File: src/rgbpal_pkg.sv
`default_nettype none
package rgbpal_pkg;

  localparam int TABLE_SLOTS         = 293;
  localparam int FIRST_DYNAMIC_INDEX = 64;
  localparam int INDEX_LIMIT         = 256;
  localparam int OFF_CUBE            = 8'h80;

  localparam int CH5_W    = 5;
  localparam int CH6_W    = 6;
  localparam int KEY_W    = 3 * CH5_W;
  localparam int IDX_W    = 8;
  localparam int NFREE_W  = 9;
  localparam int ENTRY_W  = KEY_W + IDX_W;
  localparam int SLOT_W   = $clog2(TABLE_SLOTS);

  // key mod TABLE_SLOTS by reciprocal multiply, then one compare and subtract
  localparam int RECIP_SHIFT = 23;
  localparam int RECIP       = (1 << RECIP_SHIFT) / TABLE_SLOTS;
  localparam int RECIP_W     = $clog2(RECIP + 1);
  localparam int PROD_W      = KEY_W + RECIP_W;
  localparam int Q_W         = $clog2((1 << KEY_W) / TABLE_SLOTS + 1);
  localparam int REM_W       = SLOT_W + 1;

  localparam int FIFO_DEPTH = 2;
  localparam int FPTR_W     = $clog2(FIFO_DEPTH);
  localparam int FCNT_W     = $clog2(FIFO_DEPTH + 1);

  typedef struct packed {
    logic              cube_hit;
    logic [5:0]        cube_idx;
    logic [KEY_W-1:0]  key;
    logic [SLOT_W-1:0] slot;
    logic [CH6_W-1:0]  pal_red;
    logic [CH6_W-1:0]  pal_green;
    logic [CH6_W-1:0]  pal_blue;
  } item_t;

  typedef enum logic [1:0] {
    ST_CLEAR,
    ST_IDLE,
    ST_PROBE,
    ST_EMIT
  } back_state_t;

  // 2-bit level code per channel on the fixed cube, off-cube marker otherwise
  function automatic logic [7:0] cube_code(input logic [CH5_W-1:0] c);
    logic [7:0] code;
    unique case (c)
      5'd0:    code = 8'd0;
      5'd10:   code = 8'd8;
      5'd21:   code = 8'd1;
      5'd31:   code = 8'd9;
      default: code = 8'(OFF_CUBE);
    endcase
    return code;
  endfunction

endpackage
`default_nettype wire

File: src/rgbpal_fifo.sv
`default_nettype none
module rgbpal_fifo (
  input  wire logic         clk,
  input  wire logic         rst_n,
  input  wire logic         push,
  input  wire rgbpal_pkg::item_t push_item,
  output logic              full,
  input  wire logic         pop,
  output logic              empty,
  output rgbpal_pkg::item_t head
);
  import rgbpal_pkg::*;

  item_t             mem_r [FIFO_DEPTH];
  logic [FPTR_W-1:0] wr_ptr_r, rd_ptr_r;
  logic [FCNT_W-1:0] cnt_r, cnt_nxt;

  assign full  = (cnt_r == FCNT_W'(FIFO_DEPTH));
  assign empty = (cnt_r == '0);
  assign head  = mem_r[rd_ptr_r];

  always_comb begin
    cnt_nxt = cnt_r;
    if (push && !pop) begin
      cnt_nxt = cnt_r + FCNT_W'(1);
    end else if (pop && !push) begin
      cnt_nxt = cnt_r - FCNT_W'(1);
    end
  end

  always_ff @(posedge clk) begin
    if (!rst_n) begin
      wr_ptr_r <= '0;
      rd_ptr_r <= '0;
      cnt_r    <= '0;
    end else begin
      cnt_r <= cnt_nxt;
      if (push) begin
        wr_ptr_r <= wr_ptr_r + FPTR_W'(1);
      end
      if (pop) begin
        rd_ptr_r <= rd_ptr_r + FPTR_W'(1);
      end
    end
  end

  always_ff @(posedge clk) begin
    if (push) begin
      mem_r[wr_ptr_r] <= push_item;
    end
  end

endmodule
`default_nettype wire

File: config.mk
export PLATFORM = sky130hd
export DESIGN_NAME = rgbpal_fifo
export DESIGN_NICKNAME = d
export VERILOG_FILES = /design/src/rgbpal_pkg.sv /design/src/rgbpal_fifo.sv
export SDC_FILE = /design/constraint.sdc
export NUM_CORES = 1
export LEC_CHECK = 0
export CORE_ASPECT_RATIO = 1.5
export CORE_MARGIN = 1.5
export CORE_UTILIZATION = 55
export DETAILED_ROUTE_END_ITERATION = 16
export DONT_BUFFER_PORTS = 1
export HOLD_SLACK_MARGIN = 0.06
export PLACE_DENSITY = 0.77
export SLEW_MARGIN = 20
export SYNTH_ARGS = -nofsm -noshare
export SYNTH_HDL_FRONTEND = slang
export SYNTH_SLANG_ARGS = --single-unit
File: constraint.sdc
create_clock -name clk -period 8.4 [get_ports clk]
set_clock_uncertainty 0.1 [all_clocks]
set_input_delay 0.42 -clock clk [delete_from_list [all_inputs] [get_ports clk]]
set_output_delay 0.42 -clock clk [all_outputs]
set_load 0.05 [all_outputs]
* Word-level counts from Yosys, hierarchy flattened
Memories as Yosys holds them, arrays and structs flattened. A register that Yosys moved wholly into a read port is not among the register bits.
Index checks and enable logic that the tools add are counted.
** Word-level totals
- Register bits :: 4
- Bits in writable memories :: 98
- Output and inout port bits :: 51
- Word-level logic and storage cells :: 21
- Memories :: 1
** Memories
- mem_r :: words 2, width 49, rd ports 1, clocked after memory_dff 1, write ports 1, line rgbpal_fifo.sv:14 : item_t mem_r [FIFO_DEPTH];
** Cells by class
- $add $sub $neg :: 4
- Eq/ne operators :: 1
- Muxes and demuxes :: 6
- Reduce and logical (&&, ||, !) cells :: 6
** Operator list (number)
- $mux 1 :: 4
- $mux 2 :: 2
- $add 1x1->1 const B :: 2
- $add 2x1->2 const B :: 1
- $eq 2x2->1 const B :: 1
- $logic_and 1x1->1 :: 2
- $logic_not 1->1 :: 2
- $logic_not 2->1 :: 1
- $reduce_bool 2->1 :: 1
- $sub 2x1->2 const B :: 1

* Logic depth before layout (Yosys ltp)
- Depth after elaboration :: 4
- Depth in mapped cells :: 5

* Worst setup path before layout
OpenSTA, ideal clock, no wires.
- Path kind :: in2reg
- Start point :: input push
- End point :: memory mem_r[0][0] (netlist name) (enable)
- Arrival :: 2625 ps
- Required time :: 7837 ps
- Path slack :: 5213 ps
- Stages :: 1
- Buffers on the path :: 0
- Cell sequence :: nor2b_1
** Between the ends
- Word-level cells in the longest chain between the ends :: 2
** RTL lines
- start, declared :: line rgbpal_fifo.sv:5 : input wire logic push,
- $mux 1 :: line rgbpal_fifo.sv:48 : if (push) begin
- $mux 1 (implied by the code) :: line rgbpal_fifo.sv:49 : mem_r[wr_ptr_r] <= push_item;
- end, declared :: line rgbpal_fifo.sv:14
Every way passes these cells.

==> metrics.txt <==
sequential share of power=0.588; M1 WL=approximately 2100 um; VDD IR max=between 0.15 and 0.2 mV; CP top delay family=flip-flops; Worst-Skew Late Latency=roughly 0.36 ns; final slew viol count=0; R2R setup slack=just under 7 ns; Leak=~1.5 nW; R2R Path End=mem_r[1][24]$_DFFE_PP_; RSZ-0062 raised after global routing=no; placed cell count=roughly 250; worst setup path category=flop to output port; syn avg cell area=between 20 and 25 um2; top layer in use=met4; final setup fails=0; outcome=completed; vias per inst=around 5.5; core area=between 6000 and 7000 um2; simple-gate share of the synthesized area=0.0150; Total GRT Usage=0.177; Max clock buf depth=2; synthesized area=around 3800 um2; CTS Buf Count=9; Synth Area in Compound Gates=0.00534; Min-Delay Path Depth=1; # H-tree levels=3; clk sink count=103; CP Launch Type=flop; drt first pass iters=4; Worst Hold Path EP=cnt_r[0]$_SDFFE_PN0P_; DR WL met3=a little under 400 um; Critical Path RT=around 7.9 ns; root buffer cell=clkbuf_8; EDFF count, synth=98; fin cells=310; setup TNS=0 ns; Gates resized, CTS repair=0; detailed-route via count=1706; sw power=0.000290 W; ys flop type=edfxtp_1; origin of the critical flop-to-flop path=wr_ptr_r$_SDFFE_PN0P_; WL per Instance=19.9 um; sequential area share after synthesis=0.811; drt initial violations=around 170; Final Hold Fails=0; first-pass GRT wire length=about 9400 um; Initial Util=0.574; worst r2r path cells=1; Routed met2 length=roughly 3500 um; Int Pwr=about 0.00074 W; Synth top area share=0.785; Switching Share=0.281; Hold Crit Class=input pin to flop; number of register bits inferred by synthesis=just over 100; most frequent cell after synthesis=edfxtp_1; Layout area overhead=19.3%; Die Y=between 100 and 150 um; Synth cell types=17; Arr. time, crit path=between 1.5 and 2 ns; row count=36; final antenna diode count=0; DRT antenna net count=0; post-layout net count=between 200 and 300; min Tclk post-route=~2.2 ns; Synth top cells by count=98 x edfxtp_1, 49 x mux2_2, 5 x dfxtp_1; number of buffers added on ports=0; mux cell area share after synthesis=0.147; yosys warns=0; CP max-delay cell=dfxtp_4; setup ws final=6.21 ns; hold_sp=rst_n; cells after synthesis=between 150 and 200; crit path buf inv count=0; chip width=roughly 70 um; Boundary Pins=about 100; largest net degree at the start of global routing=approximately 50; die area=7330 um2; vias in the first global route=1866; clk slew on worst S/H paths=around 0.08 ns; pre-CTS setup slack=around 6.2 ns; Adder-Cell Fraction of Synth Area=0.00334; Post-Route WL=about 6000 um; measured slew at the worst slew-check pin=between 0.8 and 0.9 ns; cts hold-fix bufs=49; Mapped Nets=228; grt total ovfl=0; slew margin rel.=0.417; ranking of synthesized cells by area=edfxtp_1 78%, mux2_2 15%, dfxtp_1 2.7%; Worst Path Max Fanout=approximately 50; CP Cell Sequence=mux2_2; power per cell area=roughly 230 nW/um2; logic gate share of total power=0.166; layout cells sized above 1=0.282; clock share of power=0.246; max_cap viols=0; FMAX=between 0.4 and 0.5 GHz; Final Cycle Share=0.261; largest family of logic cells by synthesized area=multiplexers; Crit. End Element=output port; drc violations=0; Synth area leader=edfxtp_1; # Post-CTS Setup Buffers=0; xor/xnor cell area share of the yosys netlist=0.00700; Post-synth ARST share=0; initial antenna violation count=0; slowest stage delay, CP=roughly 0.75 ns; CTS tree=yes; GP Congestion=a little under 0.7
==> layout make-up <==
class,count,area (um2)
repair buffers,50,498
multi-input cells,65,677
clock buffers,10,128
well taps,76,95.1
clock inverters,5,26.3
flip-flops and latches,103,3050
inverters,1,3.75
fillers,391,2060
==> metal layers <==
metal	vias up	global-route usage
met3	13	0.0572
li1	789	-
met2	64	0.323
met1	840	0.170
met5	-	0
met4	0	0.0962
==> placed cells by master, fill, tap and decap left out, drive strengths merged <==
cell | netlist | layout
mux2 | 49 | 49
nor2 | 1 | 1
o21ai | 1 | 1
a21boi | 1 | 1
xnor2 | 1 | 1
clkinv | 0 | 5
nor2b | 2 | 2
or3 | 1 | 1
and2 | 4 | 4
clkbuf | 0 | 10
ha | 1 | 1
dfxtp | 5 | 5
xor2 | 2 | 2
edfxtp | 98 | 98
buf | 5 | 1
inv | 1 | 1
and2b | 1 | 1
dlygate4sd3 | 0 | 49
o21a | 1 | 1
==> worst max path at each step <==
| stage | start | slack (ns) | end | cells past startpoint |
|---|---|---|---|---|
| after floorplan | push | 5.21 | mem_r[0][0]$_DFFE_PP_ | 1 |
| after global placement | flop | 6.29 | head[8] | 1 |
| after detailed placement | flop | 6.24 | head[14] | 1 |
| after CTS | flop | 5.83 | head[14] | 1 |
| after global routing | flop | 6.12 | head[48] | 1 |
| final | flop | 6.21 | head[48] | 1 |
==> sequential cells by signal, summed over array words and instances (netlist names), named ones only <==
name,flops
cnt_r,2
mem_r,98
rd_ptr_r,1
wr_ptr_r,1
==> stage by stage <==
| step | cell area, um2 | power, W | hold WS [ns] | utilization |
|---|---|---|---|---|
| floorplan | 3750 | 0.000759 | 0.366 | - |
| global placement | 3830 | 0.000766 | 0.378 | 0.586 |
| detailed placement | 3830 | 0.000771 | 0.400 | 0.586 |
| CTS | 4470 | 0.00104 | 0.0608 | 0.684 |
| global route | 4470 | 0.00107 | 0.0730 | 0.685 |
| finish | 4470 | 0.00103 | 0.0816 | 0.685 |
==> power groups by stage <==
stage,sequential [W],clock (W),combinational [W]
finish,0.000608,0.000254,0.000172
global route,0.000611,0.000281,0.000178
CTS,0.000609,0.000261,0.000172
detailed placement,0.000621,0,0.000150
global placement,0.000618,0,0.000148
floorplan,0.000610,0,0.000149
==> logic make-up (layout without fill, tap and decap cells) <==
| logic type | after synthesis | in the layout |
|---|---|---|
| AND/OR/NAND/NOR | 9 | 9 |
| multiplexers | 49 | 49 |
| buffers and inverters | 6 | 66 |
| XOR/XNOR | 3 | 3 |
| flip-flops | 103 | 103 |
| AO/OA/AOI/OAI | 3 | 3 |
| adder cells (fa/ha/maj) | 1 | 1 |
No activity file was read; power rests on OpenSTA's default activity.
