--- config.mk ---
export PLATFORM = sky130hd
export DESIGN_NAME = rgbpal_front
export DESIGN_NICKNAME = d
export VERILOG_FILES = /design/src/rgbpal_pkg.sv /design/src/rgbpal_front.sv
export SDC_FILE = /design/constraint.sdc
export NUM_CORES = 1
export LEC_CHECK = 0
export BUFFER_PORTS_ARGS = -buffer_cell sky130_fd_sc_hd__clkbuf_2
export CORE_MARGIN = 3
export CORE_UTILIZATION = 55
export CTS_CLUSTER_SIZE = 25
export DETAILED_ROUTE_END_ITERATION = 16
export GPL_TIMING_DRIVEN = 0
export PLACE_DENSITY = 0.77
export SETUP_SLACK_MARGIN = 0.1
export SYNTH_ARGS = -nofsm -noshare
export SYNTH_HDL_FRONTEND = slang
export SYNTH_SLANG_ARGS = --single-unit
--- constraint.sdc ---
create_clock -name clk -period 9.35 [get_ports clk]
set_input_delay 0.935 -clock clk [delete_from_list [all_inputs] [get_ports clk]]
set_output_delay 0.935 -clock clk [all_outputs]
set_load 0.005 [all_outputs]
--- src/rgbpal_pkg.sv ---
`default_nettype none
package rgbpal_pkg;

  localparam int TABLE_SLOTS         = 293;
  localparam int FIRST_DYNAMIC_INDEX = 64;
  localparam int INDEX_LIMIT         = 256;
  localparam int OFF_CUBE            = 8'h80;

  localparam int CH5_W    = 5;
  localparam int CH6_W    = 6;
  localparam int KEY_W    = 3 * CH5_W;
  localparam int IDX_W    = 8;
  localparam int NFREE_W  = 9;
  localparam int ENTRY_W  = KEY_W + IDX_W;
  localparam int SLOT_W   = $clog2(TABLE_SLOTS);

  // key mod TABLE_SLOTS by reciprocal multiply, then one compare and subtract
  localparam int RECIP_SHIFT = 23;
  localparam int RECIP       = (1 << RECIP_SHIFT) / TABLE_SLOTS;
  localparam int RECIP_W     = $clog2(RECIP + 1);
  localparam int PROD_W      = KEY_W + RECIP_W;
  localparam int Q_W         = $clog2((1 << KEY_W) / TABLE_SLOTS + 1);
  localparam int REM_W       = SLOT_W + 1;

  localparam int FIFO_DEPTH = 2;
  localparam int FPTR_W     = $clog2(FIFO_DEPTH);
  localparam int FCNT_W     = $clog2(FIFO_DEPTH + 1);

  typedef struct packed {
    logic              cube_hit;
    logic [5:0]        cube_idx;
    logic [KEY_W-1:0]  key;
    logic [SLOT_W-1:0] slot;
    logic [CH6_W-1:0]  pal_red;
    logic [CH6_W-1:0]  pal_green;
    logic [CH6_W-1:0]  pal_blue;
  } item_t;

  typedef enum logic [1:0] {
    ST_CLEAR,
    ST_IDLE,
    ST_PROBE,
    ST_EMIT
  } back_state_t;

  // 2-bit level code per channel on the fixed cube, off-cube marker otherwise
  function automatic logic [7:0] cube_code(input logic [CH5_W-1:0] c);
    logic [7:0] code;
    unique case (c)
      5'd0:    code = 8'd0;
      5'd10:   code = 8'd8;
      5'd21:   code = 8'd1;
      5'd31:   code = 8'd9;
      default: code = 8'(OFF_CUBE);
    endcase
    return code;
  endfunction

endpackage
`default_nettype wire

--- src/rgbpal_front.sv ---
`default_nettype none
module rgbpal_front (
  input  wire logic                clk,
  input  wire logic                rst_n,
  input  wire logic                in_valid,
  input  wire logic [15:0]         in_red,
  input  wire logic [15:0]         in_green,
  input  wire logic [15:0]         in_blue,
  output logic                     in_stall,
  input  wire logic                clearing,
  input  wire logic                fifo_full,
  output logic                     push,
  output rgbpal_pkg::item_t        push_item
);
  import rgbpal_pkg::*;

  logic               accept;
  logic [CH5_W-1:0]   r5, g5, b5;
  logic [KEY_W-1:0]   key_in;
  logic [7:0]         cr, cg, cb;
  logic [10:0]        cx;
  logic [PROD_W-1:0]  prod;

  logic               s1_valid_r, s1_valid_nxt;
  logic [KEY_W-1:0]   s1_key_r;
  logic [Q_W-1:0]     s1_q_r;
  logic               s1_hit_r;
  logic [5:0]         s1_idx_r;
  logic [CH6_W-1:0]   s1_r6_r, s1_g6_r, s1_b6_r;

  logic [KEY_W-1:0]   diff;
  logic [REM_W-1:0]   rem;
  logic [SLOT_W-1:0]  slot;

  assign in_stall = clearing || (s1_valid_r && fifo_full);
  assign accept   = in_valid && !in_stall;

  assign r5     = in_red[15:11];
  assign g5     = in_green[15:11];
  assign b5     = in_blue[15:11];
  assign key_in = {r5, g5, b5};
  assign cr     = cube_code(r5);
  assign cg     = cube_code(g5);
  assign cb     = cube_code(b5);
  assign cx     = {1'b0, cr, 2'b00} + {2'b00, cg, 1'b0} + {3'b000, cb};
  assign prod   = PROD_W'(key_in) * PROD_W'(RECIP);

  // quotient estimate is low by at most one, so remainder stays below 2x slots
  assign diff = s1_key_r - (KEY_W'(s1_q_r) * KEY_W'(TABLE_SLOTS));
  assign rem  = diff[REM_W-1:0];
  assign slot = (rem >= REM_W'(TABLE_SLOTS)) ? SLOT_W'(rem - REM_W'(TABLE_SLOTS))
                                             : SLOT_W'(rem);

  assign push = s1_valid_r && !fifo_full;

  always_comb begin
    push_item.cube_hit  = s1_hit_r;
    push_item.cube_idx  = s1_idx_r;
    push_item.key       = s1_key_r;
    push_item.slot      = slot;
    push_item.pal_red   = s1_r6_r;
    push_item.pal_green = s1_g6_r;
    push_item.pal_blue  = s1_b6_r;
  end

  assign s1_valid_nxt = accept || (s1_valid_r && !push);

  always_ff @(posedge clk) begin
    if (!rst_n) begin
      s1_valid_r <= 1'b0;
    end else begin
      s1_valid_r <= s1_valid_nxt;
    end
  end

  always_ff @(posedge clk) begin
    if (accept) begin
      s1_key_r <= key_in;
      s1_q_r   <= prod[RECIP_SHIFT +: Q_W];
      s1_hit_r <= (cx[10:6] == 5'd0);
      s1_idx_r <= cx[5:0];
      s1_r6_r  <= in_red[15:10];
      s1_g6_r  <= in_green[15:10];
      s1_b6_r  <= in_blue[15:10];
    end
  end

endmodule
`default_nettype wire

* Yosys cells after proc, flatten, opt, wreduce, memory -nomap -nowiden
Index checks and enable logic that the tools add are counted.
** Operators by class
- Multipliers :: 2
- Shift-type cells :: 0
- Div/mod/pow operators :: 0
- Muxes and demuxes :: 4
- Add/subtract/negate cells :: 4
- Reduce and logical (&&, ||, !) cells :: 13
- Order comparisons :: 1
- Equality and inequality tests :: 9
- Bitwise operators :: 0
** Operators with widths (count)
- case mux 8 bit (4 select lines) :: 3
- equality test 5 bit (second input constant) :: 6
- multiplier 15 x 14 -> 29 bit (second input constant) :: 1
- logical NOT 5 bit :: 4
- equality test 5 x 4 -> 1 bit (second input constant) :: 3
- adder 10 x 9 -> 11 bit :: 1
- adder 11 x 8 -> 11 bit :: 1
- >= comparator 10 x 9 -> 1 bit (second input constant) :: 1
- multiplier 7 x 9 -> 10 bit (second input constant) :: 1
- subtractor 10 bit :: 1
- two-way mux 9 bit :: 1
- subtractor 9 bit (second input constant) :: 1
- logical AND 1 bit :: 4
- logical NOT 1 bit :: 3
- logical OR 1 bit :: 2
** Word-level totals
- Bits in latches :: 0
- Output and inout port bits :: 51
- Memory bits (writable) :: 0
- Word-level logic and storage cells :: 41
- Input port bits :: 53
- Bits in read-only memories :: 0
- Memories kept :: 0
- Register bits after elaboration :: 48

* Longest topological paths before layout
- Depth after elaboration :: 5
- Depth in mapped cells :: 20
- Depth with buffers taken out :: 20

* Worst setup path before layout
OpenSTA, ideal clock, no wires.
- Path type :: input to register
- Start point :: in in_green[11]
- End point :: reg s1_q_r[5], data pin
- Path slack :: 3.642 ns
- Data arrival time :: 5.450 ns
- Setup time :: 0.259 ns
- Data required time :: 9.091 ns
- Stages :: 18
- Path buffers :: 0
- Cells stage by stage :: inv_1 > fa_1 > inv_1 > fa_1 > fa_1 > fa_1 > fa_1 > inv_1 > fa_1 > inv_1 > ha_1 > nand2_1 > nor2_1 > a211oi_1 > o221ai_1 > o2111ai_1 > nand3_1 > xor2_1
** Between the ends
- Word-level cells in the longest chain between the ends :: 1
** Ends and longest elaborated chain
- from (decl) :: line rgbpal_front.sv:7 : input wire logic [15:0] in_green,
- multiplier 15 x 14 -> 29 bit :: line rgbpal_front.sv:46 : assign prod = PROD_W'(key_in) * PROD_W'(RECIP);
- named net prod[28] :: line rgbpal_front.sv:22 : logic [PROD_W-1:0] prod;
- to (signal assigned) :: line rgbpal_front.sv:79 : s1_q_r <= prod[RECIP_SHIFT +: Q_W];
- to (decl) :: line rgbpal_front.sv:26 : logic [Q_W-1:0] s1_q_r;
The timed path passes the listed nets, and every way through them passes these cells.
A chain may end at the register's enable or synchronous reset.

* Worst setup path after layout
- Start point :: in in_green[12]
- End point :: reg s1_q_r[4], data pin
The elaborated chain is that of the path after synthesis.

==> reports/results.ini <==
[sta]
slew_viol_final = 0
hold_viol = 0
finalCriticalPeriod_ns = 6.31
maxSlewHeadroom = 0.449
worstMarginPinSlew_ns = 0.826
rsz0062_at_grt = false
period_share = 0.675
fmaxAchievable_mhz = 159
finClkSkew_ns = 0.00462
finalSetupViolCount = 0
fin_setup_tns_ns = 0

[worst_setup_path]
critPathLaunchType = primary input
required_ns = 9.40
cp.arrival_ns = 6.36
cp_max_fo = 8
setup.worst_path.class = in2reg
end_kind = register

[final_layout]
fillers = 994
design_area_um2 = 7820
synthToLayoutAreaGrowth_pct = 10.1
fin_nets = 1080
regArea_um2 = 981
antennaDiodeCount = 0
drive_gt1_frac = 0.139
multi_input_area_um2 = 5350

[synth]
yosys.area.top_type = fa_1
synth_flop_cell = edfxtp_1
yosys.area_share.simple = 0.0617
synth_top_family_by_area = adder cells
yosys-top-cells-area = fa_1 (29%), ha_1 (27%), edfxtp_1 (14%)
synth_compound_area_frac = 0.0924
yosysMostFrequentCell = inv_1
synth_adder_area_share = 0.562
syn-cell-area_um2 = 7100
syn_avg_cell_area_um2 = 10.3
synth_top_area_frac = 0.290
synth_warnings = 0
synth-xor-area-share = 0.0333
synth_seq_cells = 33
syn-num-nets = 1000
ys_top_cells_by_count = inv_1 (169), ha_1 (154), fa_1 (103)
synth_edf_count = 32
ys_seq_area_frac = 0.138
synth.distinct_cells = 57
syn_inst = 690
synthArstFlopShare = 0
synth_mux_area_frac = 0.00441

[global_routing]
grt_pass1_vias = 5268
antenna_found_initial = 0
grt_overflow = 0
grt_pass1_wl_um = 25200
grt_max_degree = 34
grt_usage = 0.219

[floorplan]
row_count = 40
dieWidth_um = 120
chipHeight_um = 120
core_um2 = 12300
ios = 104
fp.dieArea_um2 = 14300
start_util = 0.577

[route]
drc_errors = 0
vias = 5055
drtIter0Drc = 270
antenna_left = 0
wire_per_inst_um = 16.1
viasPerCell = 5.38
drtPass1Iterations = 5
wl_um = 15100

[cts]
ctsHoldBuffers = 0
post_cts_resized = 0
ctsRootBufferMaster = clkbuf_16
cts_sinks = 33
cts_setup_buffers = 0
cts_max_path_buffers = 2
clock_latency_ns = 0.28
cts_buffers = 5
htree_levels = 2
cts_tree = yes
clk_pin_slew_ns = 0.05

[outcome]
status = finished, final reports clean

[job]
maxCapViolations = 0

[placement]
dp_hpwl_um = 13100
io_buffers = 73
dpl_cell_area_um2 = 7670
place_congestion = 0.899

[hold_path]
hp-class = reg2reg

[worst max-delay path, cell delays in order]
cell,delay [ns]
clkbuf_2,0.28
inv_1,0.24
fa_1,0.62
inv_1,0.07
fa_1,0.47
fa_1,0.52
fa_1,0.54
fa_1,0.55
inv_1,0.05
fa_1,0.50
inv_1,0.04
ha_1,0.33
nand2_1,0.08
nor2_1,0.04
a211oi_1,0.29
nand2_1,0.09
o21ai_0,0.40
nand4b_1,0.16
o311ai_0,0.15
[through the flow]
| step | setup slack, ns | hold slack [ns] | utilization | std cells |
|---|---|---|---|---|
| final | 3.04 | 0.586 | 0.635 | 939 |
| after detailed placement | 2.78 | 0.579 | 0.623 | 931 |
| after global routing | 2.73 | 0.637 | 0.635 | 939 |
| after global placement | 2.83 | 0.512 | 0.623 | 931 |
| after CTS | 3.03 | 0.595 | 0.635 | 939 |
| after floorplan | 3.64 | 0.497 | - | 690 |
[cell type report]
cell class	count	area share
Clock buffer	5	0.0160
Inverter	169	0.0811
Tap cell	168	0.0269
Multi-Input combinational cell	469	0.685
Clock inverter	3	0.00224
Timing Repair Buffer	73	0.0467
Buffer	19	0.0170
Sequential cell	33	0.125
[metal layers]
metal | GRT usage | routed length (um) | share of wire
met5 | 0 | 0 | 0
met4 | 0.0372 | 225 | 0.015
met3 | 0.0335 | 736 | 0.049
met2 | 0.379 | 7610 | 0.50
met1 | 0.296 | 6570 | 0.43
[path summary, 6_finish.rpt]
| check | startpoint | to | slack [ns] | cells past startpoint |
|---|---|---|---|---|
| hold / removal | s1_valid_r$_SDFF_PN0_ | s1_valid_r$_SDFF_PN0_ | 0.59 | 2 |
| setup reg to reg | s1_valid_r$_SDFF_PN0_ | s1_q_r[3]$_DFFE_PP_ | 7.77 | 2 |
| setup / recovery | in_green[12] | s1_q_r[4]$_DFFE_PP_ | 3.04 | 19 |
| hold reg to reg | s1_valid_r$_SDFF_PN0_ | s1_valid_r$_SDFF_PN0_ | 0.59 | 2 |
[logic make-up (layout without fill, tap and decap cells)]
family,count (synthesis),count (layout)
XOR/XNOR,27,27
flip-flops,33,33
multiplexers,3,3
AO/OA/AOI/OAI,96,96
buffers and inverters,188,269
AND/OR/NAND/NOR,86,86
adder cells (fa/ha/maj),257,257
[layout by cell type, fill, tap and decap left out, types with 14 or more instances in the layout]
cell / count
clkbuf_2: 74
a21oi_1: 30
nand2_1: 25
o21ai_0: 17
buf_4: 16
xnor2_1: 19
fa_1: 103
ha_1: 154
edfxtp_1: 32
nand3_1: 14
inv_1: 169
[flip-flops by register name, summed over array words and instances, names as in the netlist]
| signal | cells |
|---|---|
| s1_b6_r | 1 |
| s1_g6_r | 1 |
| s1_hit_r | 1 |
| s1_idx_r | 6 |
| s1_key_r | 15 |
| s1_q_r | 7 |
| s1_r6_r | 1 |
| s1_valid_r | 1 |
Power is not shown: default switching activity piles up to over one toggle a cycle in this logic, so the estimate is an artifact.
